<file path="src/hdl/pol_pkg.sv">
// Shared types and codes for the positional ordered list.
package pol_pkg;

    localparam int POS_W  = 8;
    localparam int DATA_W = 32;

    localparam logic [2:0] REQ_INS_POS  = 3'd0;
    localparam logic [2:0] REQ_INS_HEAD = 3'd1;
    localparam logic [2:0] REQ_INS_TAIL = 3'd2;
    localparam logic [2:0] REQ_DELETE   = 3'd3;
    localparam logic [2:0] REQ_READ     = 3'd4;
    localparam logic [2:0] REQ_LOCATE   = 3'd5;
    localparam logic [2:0] REQ_CLEAR    = 3'd6;

    localparam logic [1:0] STATUS_OK     = 2'd0;
    localparam logic [1:0] STATUS_BADPOS = 2'd1;
    localparam logic [1:0] STATUS_FULL   = 2'd2;

    localparam logic [1:0] CELL_HOLD   = 2'd0;
    localparam logic [1:0] CELL_INSERT = 2'd1;
    localparam logic [1:0] CELL_DELETE = 2'd2;
    localparam logic [1:0] CELL_ROTATE = 2'd3;

    typedef struct packed {
        logic [1:0]        op;
        logic [DATA_W-1:0] data;
    } cell_cmd_t;

endpackage

</file>
<file path="src/hdl/positional_ordered_list_top.sv">
// Top level of the positional ordered list: sequencer plus a ring of entry cells.
//
// Usage: a request arrives as one transfer on the s_axis group (tuser holds the
// request kind, tdata the position and value); each request gives exactly one
// result transfer on the m_axis group (tuser holds the status, tdata the read
// value, found position, list length and empty flag).
// Inserts, clears, unused codes, bad positions and a locate on an empty list
// finish at once: the result register loads on the edge that takes the request
// when the output is free (else the result is parked), and the sequencer stays
// idle for the next request unless a stalled receiver holds the output.
// A valid read or delete and a locate on a non-empty list rotate the whole ring
// of CAPACITY cells once past the head cell in the scan state, then close in the
// finish state, where a delete shifts the later entries down and the result is
// registered or parked.
// Reset clears the entry count, the sequencer and the output valid; entry cells
// are not cleared. A stalled receiver holds the output register; one further
// result is parked behind it and no new request is taken until it moves out.
module positional_ordered_list_top #(
    parameter int CAPACITY = 16
) (
    input  logic        clk,
    input  logic        rst_n,
    input  logic        s_axis_tvalid,
    output logic        s_axis_tready,
    input  logic [39:0] s_axis_tdata,   // position[7:0], value[39:8]
    input  logic [2:0]  s_axis_tuser,   // req_type[2:0]
    output logic        m_axis_tvalid,
    input  logic        m_axis_tready,
    output logic [47:0] m_axis_tdata,   // read_value[31:0], found_position[36:32],
                                        // list_length[41:37], is_empty[42], zero[47:43]
    output logic [1:0]  m_axis_tuser    // status[1:0]
);
    import pol_pkg::*;

    localparam int IDX_W = $clog2(CAPACITY);
    localparam int CNT_W = $clog2(CAPACITY + 1);

    cell_cmd_t         cell_cmd;
    logic [IDX_W-1:0]  cell_idx;
    logic [DATA_W-1:0] cell_value [CAPACITY];

    pol_ctrl #(
        .CAPACITY (CAPACITY),
        .IDX_W    (IDX_W),
        .CNT_W    (CNT_W)
    ) u_ctrl (
        .clk           (clk),
        .rst_n         (rst_n),
        .s_axis_tvalid (s_axis_tvalid),
        .s_axis_tready (s_axis_tready),
        .s_axis_tdata  (s_axis_tdata),
        .s_axis_tuser  (s_axis_tuser),
        .m_axis_tvalid (m_axis_tvalid),
        .m_axis_tready (m_axis_tready),
        .m_axis_tdata  (m_axis_tdata),
        .m_axis_tuser  (m_axis_tuser),
        .cell_cmd      (cell_cmd),
        .cell_idx      (cell_idx),
        .head_value    (cell_value[0])
    );

    for (genvar k = 0; k < CAPACITY; k++)
    begin : g_cell
        pol_cell #(
            .IDX_W (IDX_W),
            .INDEX (k)
        ) u_cell (
            .clk         (clk),
            .cmd         (cell_cmd),
            .idx         (cell_idx),
            .left_value  (cell_value[(k + CAPACITY - 1) % CAPACITY]),
            .right_value (cell_value[(k + 1) % CAPACITY]),
            .value       (cell_value[k])
        );
    end

endmodule

</file>
<file path="src/hdl/pol_cell.sv">
// One list entry cell: hold, shift from a neighbor, or load a new value.
module pol_cell #(
    parameter int IDX_W = 4,
    parameter int INDEX = 0
) (
    input  logic                      clk,
    input  pol_pkg::cell_cmd_t        cmd,
    input  logic [IDX_W-1:0]          idx,
    input  logic [pol_pkg::DATA_W-1:0] left_value,
    input  logic [pol_pkg::DATA_W-1:0] right_value,
    output logic [pol_pkg::DATA_W-1:0] value
);
    import pol_pkg::*;

    localparam logic [IDX_W-1:0] MY_IDX = IDX_W'(INDEX);

    logic [DATA_W-1:0] value_reg;
    logic [DATA_W-1:0] value_next;

    always_comb
    begin
        value_next = value_reg;
        case (cmd.op)
            CELL_HOLD:
            begin
                value_next = value_reg;
            end
            CELL_INSERT:
            begin
                if (MY_IDX > idx)
                begin
                    value_next = left_value;
                end
                else if (MY_IDX == idx)
                begin
                    value_next = cmd.data;
                end
            end
            CELL_DELETE:
            begin
                if (MY_IDX >= idx)
                begin
                    value_next = right_value;
                end
            end
            CELL_ROTATE:
            begin
                value_next = right_value;
            end
            default:
            begin
                value_next = value_reg;
            end
        endcase
    end

    always_ff @(posedge clk)
    begin
        value_reg <= value_next;
    end

    assign value = value_reg;

endmodule

</file>
<file path="src/hdl/pol_ctrl.sv">
// Request sequencer, entry count and result registers of the ordered list.
module pol_ctrl #(
    parameter int CAPACITY = 16,
    parameter int IDX_W    = 4,
    parameter int CNT_W    = 5
) (
    input  logic                       clk,
    input  logic                       rst_n,
    input  logic                       s_axis_tvalid,
    output logic                       s_axis_tready,
    input  logic [39:0]                s_axis_tdata,
    input  logic [2:0]                 s_axis_tuser,
    output logic                       m_axis_tvalid,
    input  logic                       m_axis_tready,
    output logic [47:0]                m_axis_tdata,
    output logic [1:0]                 m_axis_tuser,
    output pol_pkg::cell_cmd_t         cell_cmd,
    output logic [IDX_W-1:0]           cell_idx,
    input  logic [pol_pkg::DATA_W-1:0] head_value
);
    import pol_pkg::*;

    localparam int CMP_W = (CNT_W > POS_W + 1) ? CNT_W : POS_W + 1;

    localparam logic [1:0] S_IDLE = 2'd0;
    localparam logic [1:0] S_SCAN = 2'd1;
    localparam logic [1:0] S_FIN  = 2'd2;
    localparam logic [1:0] S_WAIT = 2'd3;

    localparam logic [IDX_W-1:0] LAST_STEP = IDX_W'(CAPACITY - 1);
    localparam logic [CNT_W-1:0] FULL_CNT  = CNT_W'(CAPACITY);

    logic [1:0]        state_reg, state_next;
    logic [CNT_W-1:0]  cnt_reg, cnt_next;
    logic [IDX_W-1:0]  step_reg, step_next;
    logic              out_valid_reg, out_valid_next;

    logic [2:0]        req_reg, req_next;
    logic [IDX_W-1:0]  pos_reg, pos_next;
    logic [DATA_W-1:0] val_reg, val_next;
    logic [DATA_W-1:0] rval_reg, rval_next;
    logic [CNT_W-1:0]  found_reg, found_next;

    logic [1:0]        out_status_reg, pend_status_reg;
    logic [DATA_W-1:0] out_rval_reg, pend_rval_reg;
    logic [4:0]        out_found_reg, pend_found_reg;
    logic [4:0]        out_len_reg, pend_len_reg;
    logic              out_empty_reg, pend_empty_reg;

    logic              accept;
    logic [2:0]        req_in;
    logic [POS_W-1:0]  pos_in;
    logic [DATA_W-1:0] val_in;
    logic [CMP_W-1:0]  pos_ext, cnt_ext;
    logic              pos_ok_ins, pos_ok_rd, full;
    logic [IDX_W-1:0]  pos_idx;
    logic              slot_free;

    logic              res_fire;
    logic [1:0]        res_status;
    logic [DATA_W-1:0] res_rval;
    logic [CNT_W-1:0]  res_found;
    logic [CNT_W+4:0]  found_wide, len_wide;

    assign req_in     = s_axis_tuser;
    assign pos_in     = s_axis_tdata[7:0];
    assign val_in     = s_axis_tdata[39:8];
    assign accept     = s_axis_tvalid && (state_reg == S_IDLE);
    assign pos_ext    = CMP_W'(pos_in);
    assign cnt_ext    = CMP_W'(cnt_reg);
    assign pos_ok_ins = (pos_in != '0) && (pos_ext <= cnt_ext + CMP_W'(1));
    assign pos_ok_rd  = (pos_in != '0) && (pos_ext <= cnt_ext);
    assign full       = (cnt_reg == FULL_CNT);
    assign pos_idx    = IDX_W'(pos_in - 8'd1);
    assign slot_free  = !out_valid_reg || m_axis_tready;

    always_comb
    begin
        state_next    = state_reg;
        cnt_next      = cnt_reg;
        step_next     = step_reg;
        req_next      = req_reg;
        pos_next      = pos_reg;
        val_next      = val_reg;
        rval_next     = rval_reg;
        found_next    = found_reg;
        cell_cmd.op   = CELL_HOLD;
        cell_cmd.data = val_in;
        cell_idx      = pos_idx;
        res_fire      = 1'b0;
        res_status    = STATUS_OK;
        res_rval      = '0;
        res_found     = '0;

        case (state_reg)
            S_IDLE:
            begin
                if (accept)
                begin
                    req_next   = req_in;
                    pos_next   = pos_idx;
                    val_next   = val_in;
                    rval_next  = '0;
                    found_next = '0;
                    case (req_in)
                        REQ_INS_POS, REQ_INS_HEAD, REQ_INS_TAIL:
                        begin
                            res_fire = 1'b1;
                            if (req_in == REQ_INS_HEAD)
                            begin
                                cell_idx = '0;
                            end
                            else if (req_in == REQ_INS_TAIL)
                            begin
                                cell_idx = cnt_reg[IDX_W-1:0];
                            end
                            if (req_in == REQ_INS_POS && !pos_ok_ins)
                            begin
                                res_status = STATUS_BADPOS;
                            end
                            else if (full)
                            begin
                                res_status = STATUS_FULL;
                            end
                            else
                            begin
                                cell_cmd.op = CELL_INSERT;
                                cnt_next    = cnt_reg + CNT_W'(1);
                            end
                        end
                        REQ_DELETE, REQ_READ:
                        begin
                            if (!pos_ok_rd)
                            begin
                                res_fire   = 1'b1;
                                res_status = STATUS_BADPOS;
                            end
                            else
                            begin
                                state_next = S_SCAN;
                                step_next  = '0;
                            end
                        end
                        REQ_LOCATE:
                        begin
                            if (cnt_reg == '0)
                            begin
                                res_fire = 1'b1;
                            end
                            else
                            begin
                                state_next = S_SCAN;
                                step_next  = '0;
                            end
                        end
                        REQ_CLEAR:
                        begin
                            cnt_next = '0;
                            res_fire = 1'b1;
                        end
                        default:
                        begin
                            res_fire = 1'b1;
                        end
                    endcase
                end
            end
            S_SCAN:
            begin
                cell_cmd.op = CELL_ROTATE;
                if ((req_reg == REQ_DELETE || req_reg == REQ_READ) && step_reg == pos_reg)
                begin
                    rval_next = head_value;
                end
                if (req_reg == REQ_LOCATE && found_reg == '0
                    && CNT_W'(step_reg) < cnt_reg && head_value == val_reg)
                begin
                    found_next = CNT_W'(step_reg) + CNT_W'(1);
                end
                if (step_reg == LAST_STEP)
                begin
                    step_next  = '0;
                    state_next = S_FIN;
                end
                else
                begin
                    step_next = step_reg + IDX_W'(1);
                end
            end
            S_FIN:
            begin
                if (req_reg == REQ_DELETE)
                begin
                    cell_cmd.op = CELL_DELETE;
                    cell_idx    = pos_reg;
                    cnt_next    = cnt_reg - CNT_W'(1);
                end
                res_fire  = 1'b1;
                res_rval  = rval_reg;
                res_found = found_reg;
            end
            S_WAIT:
            begin
                if (slot_free)
                begin
                    state_next = S_IDLE;
                end
            end
            default:
            begin
                state_next = S_IDLE;
            end
        endcase

        if (res_fire)
        begin
            state_next = slot_free ? S_IDLE : S_WAIT;
        end
    end

    assign found_wide = {5'd0, res_found};
    assign len_wide   = {5'd0, cnt_next};

    always_comb
    begin
        out_valid_next = out_valid_reg;
        if ((res_fire || state_reg == S_WAIT) && slot_free)
        begin
            out_valid_next = 1'b1;
        end
        else if (m_axis_tready)
        begin
            out_valid_next = 1'b0;
        end
    end

    always_ff @(posedge clk or negedge rst_n)
    begin
        if (!rst_n)
        begin
            state_reg     <= S_IDLE;
            cnt_reg       <= '0;
            step_reg      <= '0;
            out_valid_reg <= 1'b0;
        end
        else
        begin
            state_reg     <= state_next;
            cnt_reg       <= cnt_next;
            step_reg      <= step_next;
            out_valid_reg <= out_valid_next;
        end
    end

    always_ff @(posedge clk)
    begin
        req_reg   <= req_next;
        pos_reg   <= pos_next;
        val_reg   <= val_next;
        rval_reg  <= rval_next;
        found_reg <= found_next;
        if (res_fire && slot_free)
        begin
            out_status_reg <= res_status;
            out_rval_reg   <= res_rval;
            out_found_reg  <= found_wide[4:0];
            out_len_reg    <= len_wide[4:0];
            out_empty_reg  <= (cnt_next == '0);
        end
        else if (res_fire)
        begin
            pend_status_reg <= res_status;
            pend_rval_reg   <= res_rval;
            pend_found_reg  <= found_wide[4:0];
            pend_len_reg    <= len_wide[4:0];
            pend_empty_reg  <= (cnt_next == '0);
        end
        else if (state_reg == S_WAIT && slot_free)
        begin
            out_status_reg <= pend_status_reg;
            out_rval_reg   <= pend_rval_reg;
            out_found_reg  <= pend_found_reg;
            out_len_reg    <= pend_len_reg;
            out_empty_reg  <= pend_empty_reg;
        end
    end

    assign s_axis_tready = (state_reg == S_IDLE);
    assign m_axis_tvalid = out_valid_reg;
    assign m_axis_tuser  = out_status_reg;
    assign m_axis_tdata  = {5'd0, out_empty_reg, out_len_reg, out_found_reg, out_rval_reg};

`ifndef SYNTHESIS
    a_cnt_bound: assert property (@(posedge clk) disable iff (!rst_n)
        cnt_reg <= FULL_CNT)
        else $error("entry count above capacity");

    a_scan_step: assert property (@(posedge clk) disable iff (!rst_n)
        (state_reg == S_SCAN && step_reg != LAST_STEP)
        |=> (state_reg == S_SCAN && step_reg == $past(step_reg) + IDX_W'(1)))
        else $error("scan step did not advance");

    a_wait_full: assert property (@(posedge clk) disable iff (!rst_n)
        state_reg == S_WAIT |-> out_valid_reg)
        else $error("pending result without a held output");

    a_clear: assert property (@(posedge clk) disable iff (!rst_n)
        (accept && req_in == REQ_CLEAR) |=> cnt_reg == '0)
        else $error("clear left entries");
`endif

endmodule

</file>
<file path="config.mk">
export PLATFORM = sky130hd
export DESIGN_NAME = positional_ordered_list_top
export DESIGN_NICKNAME = d
export VERILOG_FILES = /design/src/hdl/pol_pkg.sv /design/src/hdl/positional_ordered_list_top.sv /design/src/hdl/pol_cell.sv /design/src/hdl/pol_ctrl.sv
export SDC_FILE = /design/constraint.sdc
export NUM_CORES = 2
export LEC_CHECK = 0
export ABC_AREA = 1
export BUFFER_PORTS_ARGS = -buffer_cell sky130_fd_sc_hd__clkbuf_2
export CAP_MARGIN = 40
export CELL_PAD_IN_SITES_DETAIL_PLACEMENT = 1
export CELL_PAD_IN_SITES_GLOBAL_PLACEMENT = 2
export CORE_MARGIN = 2
export CORE_UTILIZATION = 42
export CTS_CLUSTER_SIZE = 30
export DETAILED_ROUTE_END_ITERATION = 10
export HOLD_SLACK_MARGIN = 0.06
export PLACE_DENSITY_LB_ADDON = 0.1
export REMOVE_ABC_BUFFERS = 1
export SKIP_LAST_GASP = 1
export SYNTH_ARGS = -nofsm -noshare
export SYNTH_HDL_FRONTEND = slang
export SYNTH_HIERARCHICAL = 1
export SYNTH_SLANG_ARGS = --single-unit
</file>
<file path="constraint.sdc">
create_clock -name clk -period 7.5 [get_ports clk]
set_input_delay 2.25 -clock clk [delete_from_list [all_inputs] [get_ports clk]]
set_output_delay 2.25 -clock clk [all_outputs]
set_load 0.05 [all_outputs]
</file>
==> flow_metrics.py <==
metrics = {
    "outcome": {
        "outcome": "completed",
    },
    "worst_setup_path": {
        "end_kind": "flip-flop",
        "critical_path_required_ns": 7.88,
        "crit_path_max_fanout": 44,
        "critPathKind": "input pin to flip-flop",
        "worst_ep_arrival_time_ns": 5.49,
        "start_kind": "input pin",
    },
    "power": {
        "leakage_nw": 22.4,
        "power.total_mw": 24.5,
        "comb_power_share_pct": 46.5,
        "internal_power_mw": 12.9,
        "p_sw_share_pct": 47.3,
        "switching_power_mw": 11.6,
        "power_density_mw_per_mm2": 549,
        "pwr-share-clk_pct": 16.5,
        "seq_power_share_pct": 37.0,
        "vdd_drop_max_v": 0.000262,
    },
    "die": {
        "dieWidth_um": 316,
        "start_util_pct": 42.3,
        "pin_count": 99,
        "num_rows": 114,
        "die_h_um": 316,
        "coreArea_mm2": 0.0967,
        "die_area_mm2": 0.100,
    },
    "drt": {
        "vias_per_cell": 5.28,
        "dr.pass1.iters": 8,
        "routedWlPerCell_um": 23.3,
        "route.detailed.drc": 0,
        "antenna_left": 0,
        "vias": 33800,
        "drt_wl_total_mm": 149,
        "dr.first_iter.drc_count": 3052,
    },
    "yosys": {
        "synthTopCellsByCount": "1635 x nand2_1, 1041 x inv_1, 739 x nand3_1",
        "yosysTopAreaCellShare_pct": 49.7,
        "avgSynthCellArea_um2": 8.04,
        "synth_edf_count": 678,
        "synth_top_cell_by_area": "edfxtp_1",
        "yosysSeqAreaShare_pct": 50.4,
        "synthCells": 5096,
        "synth_area_mm2": 0.0410,
        "synthTopCellsByArea": "edfxtp_1 50%, nand2_1 15%, inv_1 9.5%",
        "yosysWarnings": 6,
        "synthMostInstantiatedCell": "nand2_1",
        "synthDistinctLibCells": 57,
        "synth_seq_cells": 690,
        "async_flop_share_pct": 1.74,
        "ys.flop_type": "edfxtp_1",
    },
    "global_routing": {
        "grt_overflow": 0,
        "grtUsageTotal_pct": 29.7,
        "grt_pass1_wl_mm": 221,
        "antenna_found_initial": 1,
        "grt_start_max_net_pins": 92,
        "grt_pass1_vias": 33700,
    },
    "clocking": {
        "htreeDepth": 3,
        "cts_tree": "yes",
        "cts.clk_slew.worst_paths_ns": 0.06,
        "ctsHoldBuffers": 0,
        "clk_path_buf_depth": 3,
        "cts_made_buffers": 84,
        "clk_latency_ns": 0.68,
        "post_cts_resized": 0,
        "cts_setup_buffers": 0,
        "cts_sinks": 690,
        "cts-root-buf": "clkbuf_16",
    },
    "timing": {
        "slew_violations": 0,
        "final-setup-viol-count": 0,
        "slew_headroom_pct": 36.6,
        "hold-worst-slack_ns": 0.514,
        "rsz0062_at_grt": "false",
        "finalHoldViolCount": 0,
        "skew_ns": 0.0264,
        "fmax_ghz": 0.195,
        "period_needed_ns": 5.12,
        "worst_pin_slew_ns": 0.952,
        "finalCritPeriodShare_pct": 68.2,
    },
    "placed_design": {
        "io_buffers": 93,
        "place.gp.congestion": 0.835,
        "dp_hpwl_mm": 101,
    },
    "cells_and_area": {
        "nFillCells": 11700,
        "multi_input_comb_area_mm2": 0.0142,
        "nets": 5117,
        "largest_reg_flops": 512,
        "seqCellArea_mm2": 0.0207,
        "area_growth_pct": 8.89,
        "drive_gt1_share_pct": 10.9,
    },
    "min_path": {
        "min_path_type": "flip-flop to flip-flop",
    },
    "job": {
        "maxCapViolCount": 0,
    },
}
worst max-delay path, stage by stage:
cell and delay [ns]:
clkbuf_2 0.10, inv_1 0.10, nor2_8 0.14, inv_4 0.07
nor3_4 0.36, a21oi_1 0.13, o22ai_1 0.22, nand2_4 0.49
nand2_1 0.32, inv_4 0.22, a31oi_4 0.75, buf_4 0.32
cells by family after synthesis:
kind of cell	count (synthesis)	share of synthesized area (%)
XOR/XNOR	21	0.449
AND/OR/NAND/NOR	2842	31.2
flip-flops	690	50.4
AO/OA/AOI/OAI	147	2.00
other	1	0.00916
buffers and inverters	1374	15.2
adder cells (fa/ha/maj)	21	0.629
power by group through the flow:
| stage | sequential, mW | clock (mW) | combinational (mW) |
|---|---|---|---|
| floorplan | 8.41 | 0 | 6.90 |
| global placement | 9.11 | 0 | 10.8 |
| detailed placement | 9.11 | 0 | 11.3 |
| CTS | 9.06 | 4.10 | 11.4 |
| global route | 9.22 | 4.22 | 12.6 |
| finish | 9.05 | 4.03 | 11.4 |
metrics by stage:
step	TNS (ns)	cells	cell area [um^2]	setup slack (ns)	util (%)
after floorplan	-5445.94	4789	38700	-7.86	-
after global placement	0	6221	41400	1.65	42.8
after detailed placement	0	6241	41900	1.75	43.4
after CTS	0	6391	44600	2.45	46.1
after global routing	0	6391	44600	2.16	46.1
final	0	6392	44600	2.38	46.1
path summary, 6_finish.rpt:
kind	endpoint	depth (start not counted)	startpoint	slack [ns]
max	g_cell[13].u_cell/value[9]	12	s_axis_tvalid	2.38
min in group asynchronous	u_ctrl/state_reg[1]	1	rst_n	1.51
max reg2reg	g_cell[13].u_cell/value[9]	12	u_ctrl/state_reg[0]	3.13
min reg2reg	u_ctrl/out_rval_reg[25]	2	u_ctrl/pend_rval_reg[25]	0.51
max in group asynchronous	u_ctrl/cnt_reg[1]	1	rst_n	5.69
min	u_ctrl/out_rval_reg[25]	2	u_ctrl/pend_rval_reg[25]	0.51
area by class of cell:
type,instances,area share [%]
Clock buffer,98,4.92
Sequential cell,690,46.3
Inverter,1063,9.00
Tap cell,1276,3.58
Clock inverter,52,1.02
Timing Repair Buffer,176,3.37
Antenna cell,1,0.00561
Multi-Input combinational cell,3036,31.8
routing by layer:
layer / global-route usage (%) / up-vias / part of all wire, %
met2: 47.8 / 1035 / 46
li1: - / 15800 / -
met5: 0 / - / 0
met1: 42.2 / 16700 / 45
met4: 8.02 / 0 / 2.7
met3: 3.98 / 195 / 6.0
cells in the final DEF (no fill, tap or decap), types with 4 or more instances in the layout:
master,netlist,routed
clkbuf_8,5,4
inv_1,1041,1039
xor2_1,14,14
bufinv_16,0,5
clkinvlp_4,0,4
nor3_1,9,9
nand2_4,9,11
inv_2,16,16
buf_12,6,7
clkinv_2,0,11
dfrtp_1,12,12
o22ai_1,6,5
ha_1,19,19
nor2_1,151,149
clkbuf_1,36,10
o21ai_0,33,32
edfxtp_1,678,678
xnor2_1,7,7
buf_16,0,16
nor2_2,2,4
clkinv_1,0,26
clkbuf_2,0,93
nand2_8,5,5
buf_4,85,59
nand2_1,1635,1633
a21oi_4,0,4
nand3_2,56,56
nand3_1,739,739
conb_1,1,5
nor2_4,7,7
clkbuf_16,0,84
inv_4,4,4
nand4_1,70,70
nand2_2,147,147
a21oi_1,86,82
No activity file was read; power rests on OpenSTA's default activity.
